### config.mk
export PLATFORM = sky130hd
export DESIGN_NAME = iba_ctrl
export DESIGN_NICKNAME = d
export VERILOG_FILES = /design/src/hw/rtl/iba_pkg.sv /design/src/hw/rtl/iba_ctrl.sv
export SDC_FILE = /design/constraint.sdc
export NUM_CORES = 1
export LEC_CHECK = 0
export ABC_AREA = 1
export ABC_CLOCK_PERIOD_IN_PS = 2600
export BUFFER_PORTS_ARGS = -buffer_cell sky130_fd_sc_hd__buf_2
export CORE_AREA = 2 2 39 41
export CTS_CLUSTER_SIZE = 20
export DETAILED_ROUTE_END_ITERATION = 8
export DIE_AREA = 0 0 41 43
export GPL_TIMING_DRIVEN = 0
export PLACE_DENSITY_LB_ADDON = 0.3
export SLEW_MARGIN = 30
export SYNTH_ARGS = -nofsm -noshare
export SYNTH_HDL_FRONTEND = slang
export SYNTH_SLANG_ARGS = --single-unit
### constraint.sdc
create_clock -name aclk -period 2.6 [get_ports aclk]
set_input_delay 0.39 -clock aclk [delete_from_list [all_inputs] [get_ports aclk]]
set_output_delay 0.39 -clock aclk [all_outputs]
set_load 0.02 [all_outputs]
### src/hw/rtl/iba_pkg.sv
// ----------------------------------------------------------------------------
// iba_pkg
// shared constants and types for the image bin accumulator
// ----------------------------------------------------------------------------
package iba_pkg;

    localparam int MAX_SIDE    = 128;
    localparam int SIDE_W      = $clog2(MAX_SIDE);
    localparam int ADDR_W      = 2 * SIDE_W;
    localparam int DEPTH       = MAX_SIDE * MAX_SIDE;
    localparam int PIXEL_WIDTH = 48;
    localparam int OUT_W       = 48;

    localparam logic [PIXEL_WIDTH-1:0] PIX_MAX  = {PIXEL_WIDTH{1'b1}};
    localparam logic [PIXEL_WIDTH-1:0] ONE_Q16  = PIXEL_WIDTH'(65536);
    localparam logic [PIXEL_WIDTH-1:0] HALF_Q16 = PIXEL_WIDTH'(32768);

    localparam logic [1:0] ACT_SAMPLE  = 2'd0;
    localparam logic [1:0] ACT_MERGE   = 2'd1;
    localparam logic [1:0] ACT_READ    = 2'd2;
    localparam logic [1:0] ACT_COMBINE = 2'd3;

    localparam logic [1:0] MODE_INTENSITY = 2'd0;
    localparam logic [1:0] MODE_BW        = 2'd1;
    localparam logic [1:0] MODE_HIST      = 2'd2;
    localparam logic [1:0] MODE_OFF       = 2'd3;

    localparam logic CFG_MODE = 1'b0;
    localparam logic CFG_SIDE = 1'b1;

    // datapath operations
    localparam logic [2:0] OP_NONE    = 3'd0;
    localparam logic [2:0] OP_CAPTURE = 3'd1;
    localparam logic [2:0] OP_ADDR    = 3'd2;
    localparam logic [2:0] OP_RD      = 3'd3;
    localparam logic [2:0] OP_WR      = 3'd4;
    localparam logic [2:0] OP_SWEEP   = 3'd5;

    typedef struct packed {
        logic [2:0] op;
        logic       clr_run;   // sweep also clears run (reset clear pass)
        logic       clr_res;
        logic       merge;     // sweep merges run into result
    } iba_cmd_t;

    typedef struct packed {
        logic [1:0] action;
        logic       sweep_last;
    } iba_sts_t;

endpackage

### src/hw/rtl/iba_ctrl.sv
// ----------------------------------------------------------------------------
// iba_ctrl
// sequencer: clear pass, per-item steps, merge sweep and result handshake
// ----------------------------------------------------------------------------
module iba_ctrl import iba_pkg::*; (
    input  logic     aclk,
    input  logic     aresetn,
    input  logic     s_fire,
    output logic     s_ready,
    output logic     m_valid,
    input  logic     m_ready,
    output iba_cmd_t cmd,
    input  iba_sts_t sts
);

    localparam logic [2:0] ST_CLEAR = 3'd0;
    localparam logic [2:0] ST_IDLE  = 3'd1;
    localparam logic [2:0] ST_ADDR  = 3'd2;
    localparam logic [2:0] ST_RD    = 3'd3;
    localparam logic [2:0] ST_WR    = 3'd4;
    localparam logic [2:0] ST_SWEEP = 3'd5;
    localparam logic [2:0] ST_DRAIN = 3'd6;
    localparam logic [2:0] ST_OUT   = 3'd7;

    logic [2:0] state_reg, state_next;
    logic       clr_reg, clr_next;

    assign s_ready = (state_reg == ST_IDLE);
    assign m_valid = (state_reg == ST_OUT);

    always_comb begin
        state_next  = state_reg;
        clr_next    = clr_reg;
        cmd.op      = OP_NONE;
        cmd.clr_run = clr_reg;
        cmd.clr_res = clr_reg;
        cmd.merge   = !clr_reg;
        unique case (state_reg)
            ST_CLEAR: begin
                state_next = ST_SWEEP;
                clr_next   = 1'b1;
            end
            ST_IDLE: begin
                if (s_fire) begin
                    cmd.op     = OP_CAPTURE;
                    state_next = ST_ADDR;
                end
            end
            ST_ADDR: begin
                cmd.op = OP_ADDR;
                clr_next = 1'b0;
                state_next = (sts.action == ACT_MERGE) ? ST_SWEEP : ST_RD;
            end
            ST_RD: begin
                cmd.op = OP_RD;
                state_next = ST_WR;
            end
            ST_WR: begin
                cmd.op = OP_WR;
                state_next = ST_OUT;
            end
            ST_SWEEP: begin
                cmd.op = OP_SWEEP;
                if (sts.sweep_last) state_next = ST_DRAIN;
            end
            ST_DRAIN: begin
                state_next = clr_reg ? ST_IDLE : ST_OUT;
                clr_next   = 1'b0;
            end
            ST_OUT: begin
                if (m_ready) state_next = ST_IDLE;
            end
            default: state_next = ST_IDLE;
        endcase
    end

    always_ff @(posedge aclk) begin
        if (!aresetn) begin
            state_reg <= ST_CLEAR;
            clr_reg   <= 1'b1;
        end else begin
            state_reg <= state_next;
            clr_reg   <= clr_next;
        end
    end

    a_no_accept_busy: assert property (@(posedge aclk) disable iff (!aresetn)
        s_fire |-> state_reg == ST_IDLE)
        else $error("accept outside idle");
    a_out_holds: assert property (@(posedge aclk) disable iff (!aresetn)
        (m_valid && !m_ready) |=> m_valid)
        else $error("result dropped");
    a_ready_excl: assert property (@(posedge aclk) disable iff (!aresetn)
        !(s_ready && m_valid))
        else $error("ready with pending result");

endmodule
======== Word-level counts from Yosys, hierarchy flattened ========
Cells that the tools add are included.
storage, ports and cells
  flip-flop bits (word level) ............. 4
  output and inout port bits .............. 8
  logic and storage cells ................. 27
cells by class
  eq/ne operators ......................... 11
  muxes and demuxes ....................... 9
  reductions and logical operators ........ 5
operator list
  cell                                                   count
  one-hot mux 3 bit (8 select lines)                     1
  two-way mux 3 bit                                      5
  one-hot mux 3 bit (5 select lines)                     1
  equality test 3 bit, second input constant             4
  equality test 3 x 2 -> 1 bit, second input constant    2
  inequality test 2 bit, second input constant           2
  equality test 3 x 1 -> 1 bit, second input constant    1
  zero test 3 bit                                        1
  AND reduction 3 bit                                    1
  equality test 2 x 1 -> 1 bit, second input constant    1
  inequality test 2 x 1 -> 1 bit, second input constant  1
  one-hot mux 1 bit (2 select lines)                     1
  nonzero test 2 bit                                     1
  OR reduction 2 bit                                     1
  zero test 1 bit                                        1
  two-way mux 1 bit                                      1

======== Longest topological paths before layout ========
Gate-level depths: netlist of the first run.
  depth in word-level cells ............... 3
  gate-level depth with buffers ........... 8
  gate-level depth less buffers ........... 8

======== Least setup slack after synthesis of the first run ========
Ideal clock, no wire load.
  path type ............................... register to output
  from .................................... reg state_reg[1]
  to ...................................... out cmd[3] (netlist bit)
  arrival ................................. 1,141 ps
  slack ................................... 1,069 ps
  stages on the path, launching flop included .. 5
  buffers on the path ..................... 0
  cell sequence ........................... dfxtp_1 inv_2 ha_1 a22o_1 inv_1
RTL lines
  item                      RTL line        RTL
  start: declaration        iba_ctrl.sv:25  logic [2:0] state_reg, state_next;
  start signal: assignment  iba_ctrl.sv:82  state_reg <= state_next;
  end: declaration          iba_ctrl.sv:12  output iba_cmd_t cmd,

==> results of run 1 <==
## through the flow
stage	instance area (sq um)	std cells	power, mW	worst slack (ns)
finish	472	91	0.569	0.666
global route	472	91	0.643	0.569
CTS	472	91	0.579	0.646
detailed placement	449	88	0.497	0.905
global placement	449	88	0.499	0.921
floorplan	359	58	0.411	1.07
## where the power goes
part	switching (mW)	leakage (nW)	internal (mW)
clock network	0.0241	0.0138	0.0516
registers	0.0530	0.0331	0.0888
logic	0.217	0.241	0.134
total	0.294	0.288	0.275
## critical path, stage by stage, from the launching register on
cell	delay [ns]
dfxtp_1	0.47
inv_2	0.12
ha_1	0.30
a22o_1	0.23
inv_1	0.05
buf_2	0.15
## path summary, 6_finish.rpt
kind | to | slack, ns | depth (start not counted)
max reg2reg | state_reg[1] | 1.20 | 8
max | cmd[3] | 0.67 | 5
min | clr_reg | 0.36 | 2
min reg2reg | clr_reg | 0.58 | 2
## cell usage after synthesis (all sizes together)
cell type	number
o21ai	2
a211oi	1
inv	13
nand3	4
buf	2
a21oi	3
nor3	2
nor2	8
nand2	13
nand4	2
dfxtp	4
a22o	1
ha	3
## cells by family (layout without fill, tap and decap cells)
family / after synthesis / count (layout) / share of synthesized area
AOI/OAI and AO/OA: 7 / 7 / 0.115
adders and majority gates: 3 / 3 / 0.105
buffers and inverters: 15 / 32 / 0.178
DFF: 4 / 4 / 0.223
and+or+nand+nor: 29 / 29 / 0.380
## per-layer routing
metal	track usage	part of all wire	vias to the layer above
met5	0	0	-
met1	0.144	0.48	163
li1	-	-	220
met4	0.0600	0	0
met3	0.0471	0.051	0
met2	0.166	0.46	10
## area by class of cell
class / count / area, sq um
Tap cell: 16 / 20.0
Inverter: 13 / 48.8
Fill cell: 165 / 912
Sequential cell: 4 / 80.1
Timing Repair Buffer: 14 / 70.1
Multi-Input combinational cell: 39 / 215
Clock buffer: 3 / 22.5
Buffer: 2 / 15.0
==> impl_metrics.csv, run 1 <==
group,metric,value,unit
run_status,outcome,"complete, no violations",
flow_run,cap_viol_max_count,0,
layout,largest_reg_flops,3,
floorplan,pin_count,15,
clock_network,cts_made_buffers,3,
timing,fin_tns_setup,0,ns
place,hpwl,611,microns
grt,grtUsageTotal,0.116,
layout,fin_nets,87,
clock_network,cts_tree,"done",
layout,postLayoutCoreUtil,0.341,
grt,antenna_found_initial,0,
clock_network,clockBufferDepth,2,
yosys,netlist_top_cells_area,"dfxtp_1, nand2_1, inv_1",
floorplan,std_cell_rows,14,
timing,rsz0062_at_grt,"no",
timing,hold_ws,0.364,ns
power,p_leak,0.288,nW
yosys,ys_warn_count,0,
grt,grt_pass1_vias,360,
worst_hold_path,min_from,"aresetn",
worst_setup_path,end_kind,"primary output",
yosys,syn_area_per_cell,6.19,sq um
yosys,ys_types,17,
timing,setup_violations,0,
yosys,ys_ff_latch,4,
floorplan,die_w,41,microns
timing,final-hold-violation-count,0,
routing,antenna_left,0,
clock_network,path_clk_slew,0.04,ns
place,gp_congestion,0.799,
routing,vias_per_cell,4.32,
floorplan,start_util,0.259,
yosys,netlist_area,359,sq um
yosys,synth.largest_area_cell,"dfxtp_1",
power,powerDensity,1210,nW/um^2
routing,post-route-drc-count,0,
layout,final_common_cell,"buf_2",
floorplan,core,1380,sq um
grt,overflow,0,
layout,layout_common_cells,"buf_2, nand2_1, inv_1",
routing,drt_wl_total,777,microns
yosys,syn_inst,58,
yosys,syn_nets,68,
clock_network,cts-root-buf,"clkbuf_4",
timing,slew_violations,0,
worst_setup_path,worstPathRequired,2.21,ns
yosys,synth_top_area_frac,0.223,
worst_setup_path,crit_fanout,7,
layout,layout-drive-gt1-share,0.320,
timing,finalClockSkew,0.00279,ns
power,vdd_drop_max,0.000538,V
layout,diodes,0,
clock_network,clk_latency,0.23,ns
floorplan,fp.dieH,43,microns
worst_hold_path,hold_class,"input port to flop",
routing,first_pass_iters,3,
timing,max_clock_freq,517,MHz
clock_network,cts_setup_buffers,0,
timing,min_period,1.93,ns
routing,first_iter_violations,11,
layout,syn_to_final_growth,31.4,%
worst_setup_path,setup.worst_path.class,"flop to primary output",
clock_network,cts-resized-gates,0,
grt,grt_max_degree,9,
worst_setup_path,startpoint,"state_reg[1]",
clock_network,clock_sinks,4,
timing,fin_crit_sh,0.744,
place,port_buffers,14,
routing,wl_per_cell,8.54,microns
worst_setup_path,critPathLaunchType,"flop",
yosys,yosysSeqAreaShare,0.223,
clock_network,h-tree-depth,1,
timing,slew_headroom,0.801,
grt,grt_pass1_wl,1370,microns
floorplan,die_area,1760,sq um
worst_setup_path,arrival,1.54,ns
timing,tightestPinTransition,0.298,ns
clock_network,holdBufCountCts,0,
routing,vias,393,
worst_setup_path,regToRegStartpoint,"state_reg[2]",
Power figures use the tool's default switching activity.
==> run 2, diff against run 1 <==
- ABC_AREA: 1 -> 0
- ABC_CLOCK_PERIOD_IN_PS: 2600 -> 1500
- clock period: 2.6 -> 1.5 ns (I/O delays scaled with it)
==> run 2 against run 1 <==
Compared with the run above: the flow now finishes with violations (negative setup slack); critical path depth did not move; register-to-register slack worse by 1.3 ns; highest routed layer is now met4; utilization up 9.9 points; critical endpoint is now state_reg[0].
==> impl_metrics.csv, run 2 <==
group,metric,value,unit
run_status,outcome,"complete, but fails checks",
run_status,failed_checks,"negative setup slack",
grt,grt_pass1_wl,1610,microns
floorplan,fp.dieH,43,microns
grt,met3_usage,0.0524,
routing,vias,384,
grt,overflow,0,
worst_setup_path,r2r_cells,5,
yosys,synthTopCellsByCount,"inv_1, dfxtp_1, nor2_1, nor2b_1",
yosys,syn_nets,53,
power,p_sw,0.645,mW
timing,slew_headroom,0.864,
flow_run,cap_viol_max_count,0,
grt,grt_use_met2,0.225,
layout,finalNonFillerCells,84,
layout,diodes,0,
power,clkPwrFrac,0.087,
routing,post-route-drc-count,0,
worst_setup_path,regToRegStartpoint,"state_reg[1]",
timing,fin_tns_setup,-0.123,ns
place,post-place-ws,-0.0851,ns
grt,antenna_found_initial,0,
timing,rsz0062_at_grt,"yes",
worst_setup_path,startpoint,"state_reg[1]",
place,port_buffers,14,
power,pwr-share-comb,0.770,
power,vdd_drop_max,0.000910,V
worst_setup_path,crit_family,"compound AO/OA/AOI/OAI gates",
power,p_leak,0.290,nW
floorplan,start_util,0.256,
clock_network,holdBufCountCts,0,
power,p_int,0.860,mW
layout,layout-drive-gt1-share,0.647,
worst_setup_path,setup.worst_path.class,"flop to flop",
worst_setup_path,cp_num_cells,5,
floorplan,pin_count,15,
worst_setup_path,worst_path_largest_cell_delay,0.40,ns
timing,setup_violations,4,
yosys,async_reset_ff_frac,0,
power,swShare,0.429,
worst_setup_path,end_kind,"flop",
routing,vias_per_cell,4.57,
layout,largest_reg_flops,3,
grt,grtUsageTotal,0.140,
worst_setup_path,crit_fanout,3,
power,powerDensity,2480,nW/um^2
worst_setup_path,worstPathCellList,"buf_6 -> or3b_4 -> a22oi_2 -> o21ai_2 -> o31a_1",
clock_network,cts_tree,"done",
clock_network,h-tree-depth,1,
yosys,yosysSeqAreaShare,0.226,
grt,grt_max_degree,11,
clock_network,clock_sinks,4,
yosys,synth-edff-count,0,
layout,layout_common_cells,"buf_2, buf_4, buf_6, inv_1, nor2b_1",
routing,antenna_left,0,
power,p_seq_frac,0.144,
timing,fin_ws,-0.0587,ns
power,power,1.51,mW
yosys,netlist_area,354,sq um
clock_network,cts_made_buffers,3,
worst_setup_path,cp_num_buf_inv,1,
timing,fin_crit_sh,1.04,
worst_setup_path,worstPathRequired,1.61,ns
timing,tightestPinTransition,0.203,ns
yosys,ys_warn_count,0,
worst_setup_path,r2r_end,"state_reg[0]",
layout,final_common_cell,"buf_2",
clock_network,path_clk_slew,0.04,ns
floorplan,die_area,1760,sq um
place,hpwl,589,microns
floorplan,std_cell_rows,14,
routing,first_pass_iters,3,
timing,finalClockSkew,0.00583,ns
layout,syn_to_final_growth,71.7,%
yosys,synthFlopType,"dfxtp_1",
yosys,synth.largest_area_cell,"dfxtp_1",
clock_network,clockBufferDepth,2,
yosys,synth.most_common_cell,"inv_1",
timing,final-hold-violation-count,0,
routing,wl_per_cell,12.1,microns
worst_hold_path,hold_class,"input port to flop",
layout,fin_nets,80,
routing,first_iter_violations,9,
yosys,ys_ff_latch,4,
worst_setup_path,critPathSlowestCell,"or3b_4",
worst_setup_path,setup.worst_path.end,"state_reg[0]",
worst_setup_path,critPathLaunchType,"flop",
yosys,synth_top_area_frac,0.226,
yosys,syn_inst,43,
floorplan,die_w,41,microns
place,gp_congestion,0.704,
timing,min_period,1.56,ns
worst_setup_path,r2r_slack,-0.06,ns
floorplan,core,1380,sq um
yosys,ys_types,25,
yosys,netlist_top_cells_area,"dfxtp_1, ha_1, nor2b_1",
worst_setup_path,arrival,1.67,ns
grt,globalRouteMet1Util,0.138,
timing,slew_violations,0,
grt,grt_pass1_vias,373,
clock_network,cts-root-buf,"clkbuf_4",
grt,top_usage_layer,"met2",
clock_network,clk_latency,0.23,ns
timing,max_clock_freq,642,MHz
place,dpl.cell_count,73,
yosys,syn_area_per_cell,8.23,sq um
routing,drt_wl_total,1010,microns
==> run 2: changes by cell type after synthesis, sizes merged, moves of 2 or more <==
cell	previous run	this run
nand4	2	0
a31oi	0	2
a21oi	3	1
nand3	4	1
nor2	8	4
buf	2	4
nor2b	0	4
inv	13	5
nand2	13	1
==> run 2: timing repair <==
item | in CTS | in global routing
endpoints found under the hold margin | 0 | 0
gates resized for setup | 10 | 7
pin swaps | 4 | 3
endpoints found under the setup margin | 4 | 5
buffers inserted | 6 | 2
==> run 2: worst min-delay path by stage <==
stage | start | to | slack, ns | cells past startpoint
after floorplan | aresetn | clr_reg | 0.29 | 1
after global placement | aresetn | clr_reg | 0.44 | 2
after detailed placement | aresetn | clr_reg | 0.44 | 2
after CTS | aresetn | clr_reg | 0.19 | 2
after global routing | aresetn | clr_reg | 0.21 | 2
final | aresetn | clr_reg | 0.20 | 2
==> run 2: routing by layer <==
layer  part of all wire  routed length [microns]
met5                  0                        0
met1               0.39                      398
met2               0.55                      554
met4              0.017                       17
met3              0.042                       43
==> run 2: through the flow <==
step                cell area, sq um   util  hold slack [ns]
floorplan                        360      -            0.287
global placement                 450  0.325            0.441
detailed placement               450  0.325            0.439
CTS                              554  0.401            0.191
global route                     608  0.439            0.206
finish                           608  0.439            0.201
==> run 2: cells by family (layout without fill, tap and decap cells) <==
family	count (synthesis)	in the layout	share of synthesized area
buf+inv	9	34	0.148
simple gates	14	14	0.223
fa+ha+maj	3	3	0.106
mux	1	1	0.0283
compound gates	11	11	0.244
flops	4	4	0.226
xor+xnor	1	1	0.0247
==> run 2: power by group through the flow <==
stage                     combinational, mW  sequential [mW]  clock, mW
after floorplan                       0.586            0.201          0
after global placement                0.727            0.212          0
after detailed placement              0.732            0.211          0
after CTS                             0.940            0.209      0.138
after global routing                   1.26            0.220      0.141
final                                  1.16            0.216      0.131
==> run 2: final cells by class <==
| cell class | count | area [sq um] |
|---|---|---|
| clock buffer | 3 | 22.5 |
| multi-input combinational | 30 | 279 |
| fill | 137 | 776 |
| timing repair buffer | 22 | 146 |
| sequential | 4 | 85.1 |
| buffer | 4 | 33.8 |
| tap | 16 | 20.0 |
| inverter | 5 | 21.3 |
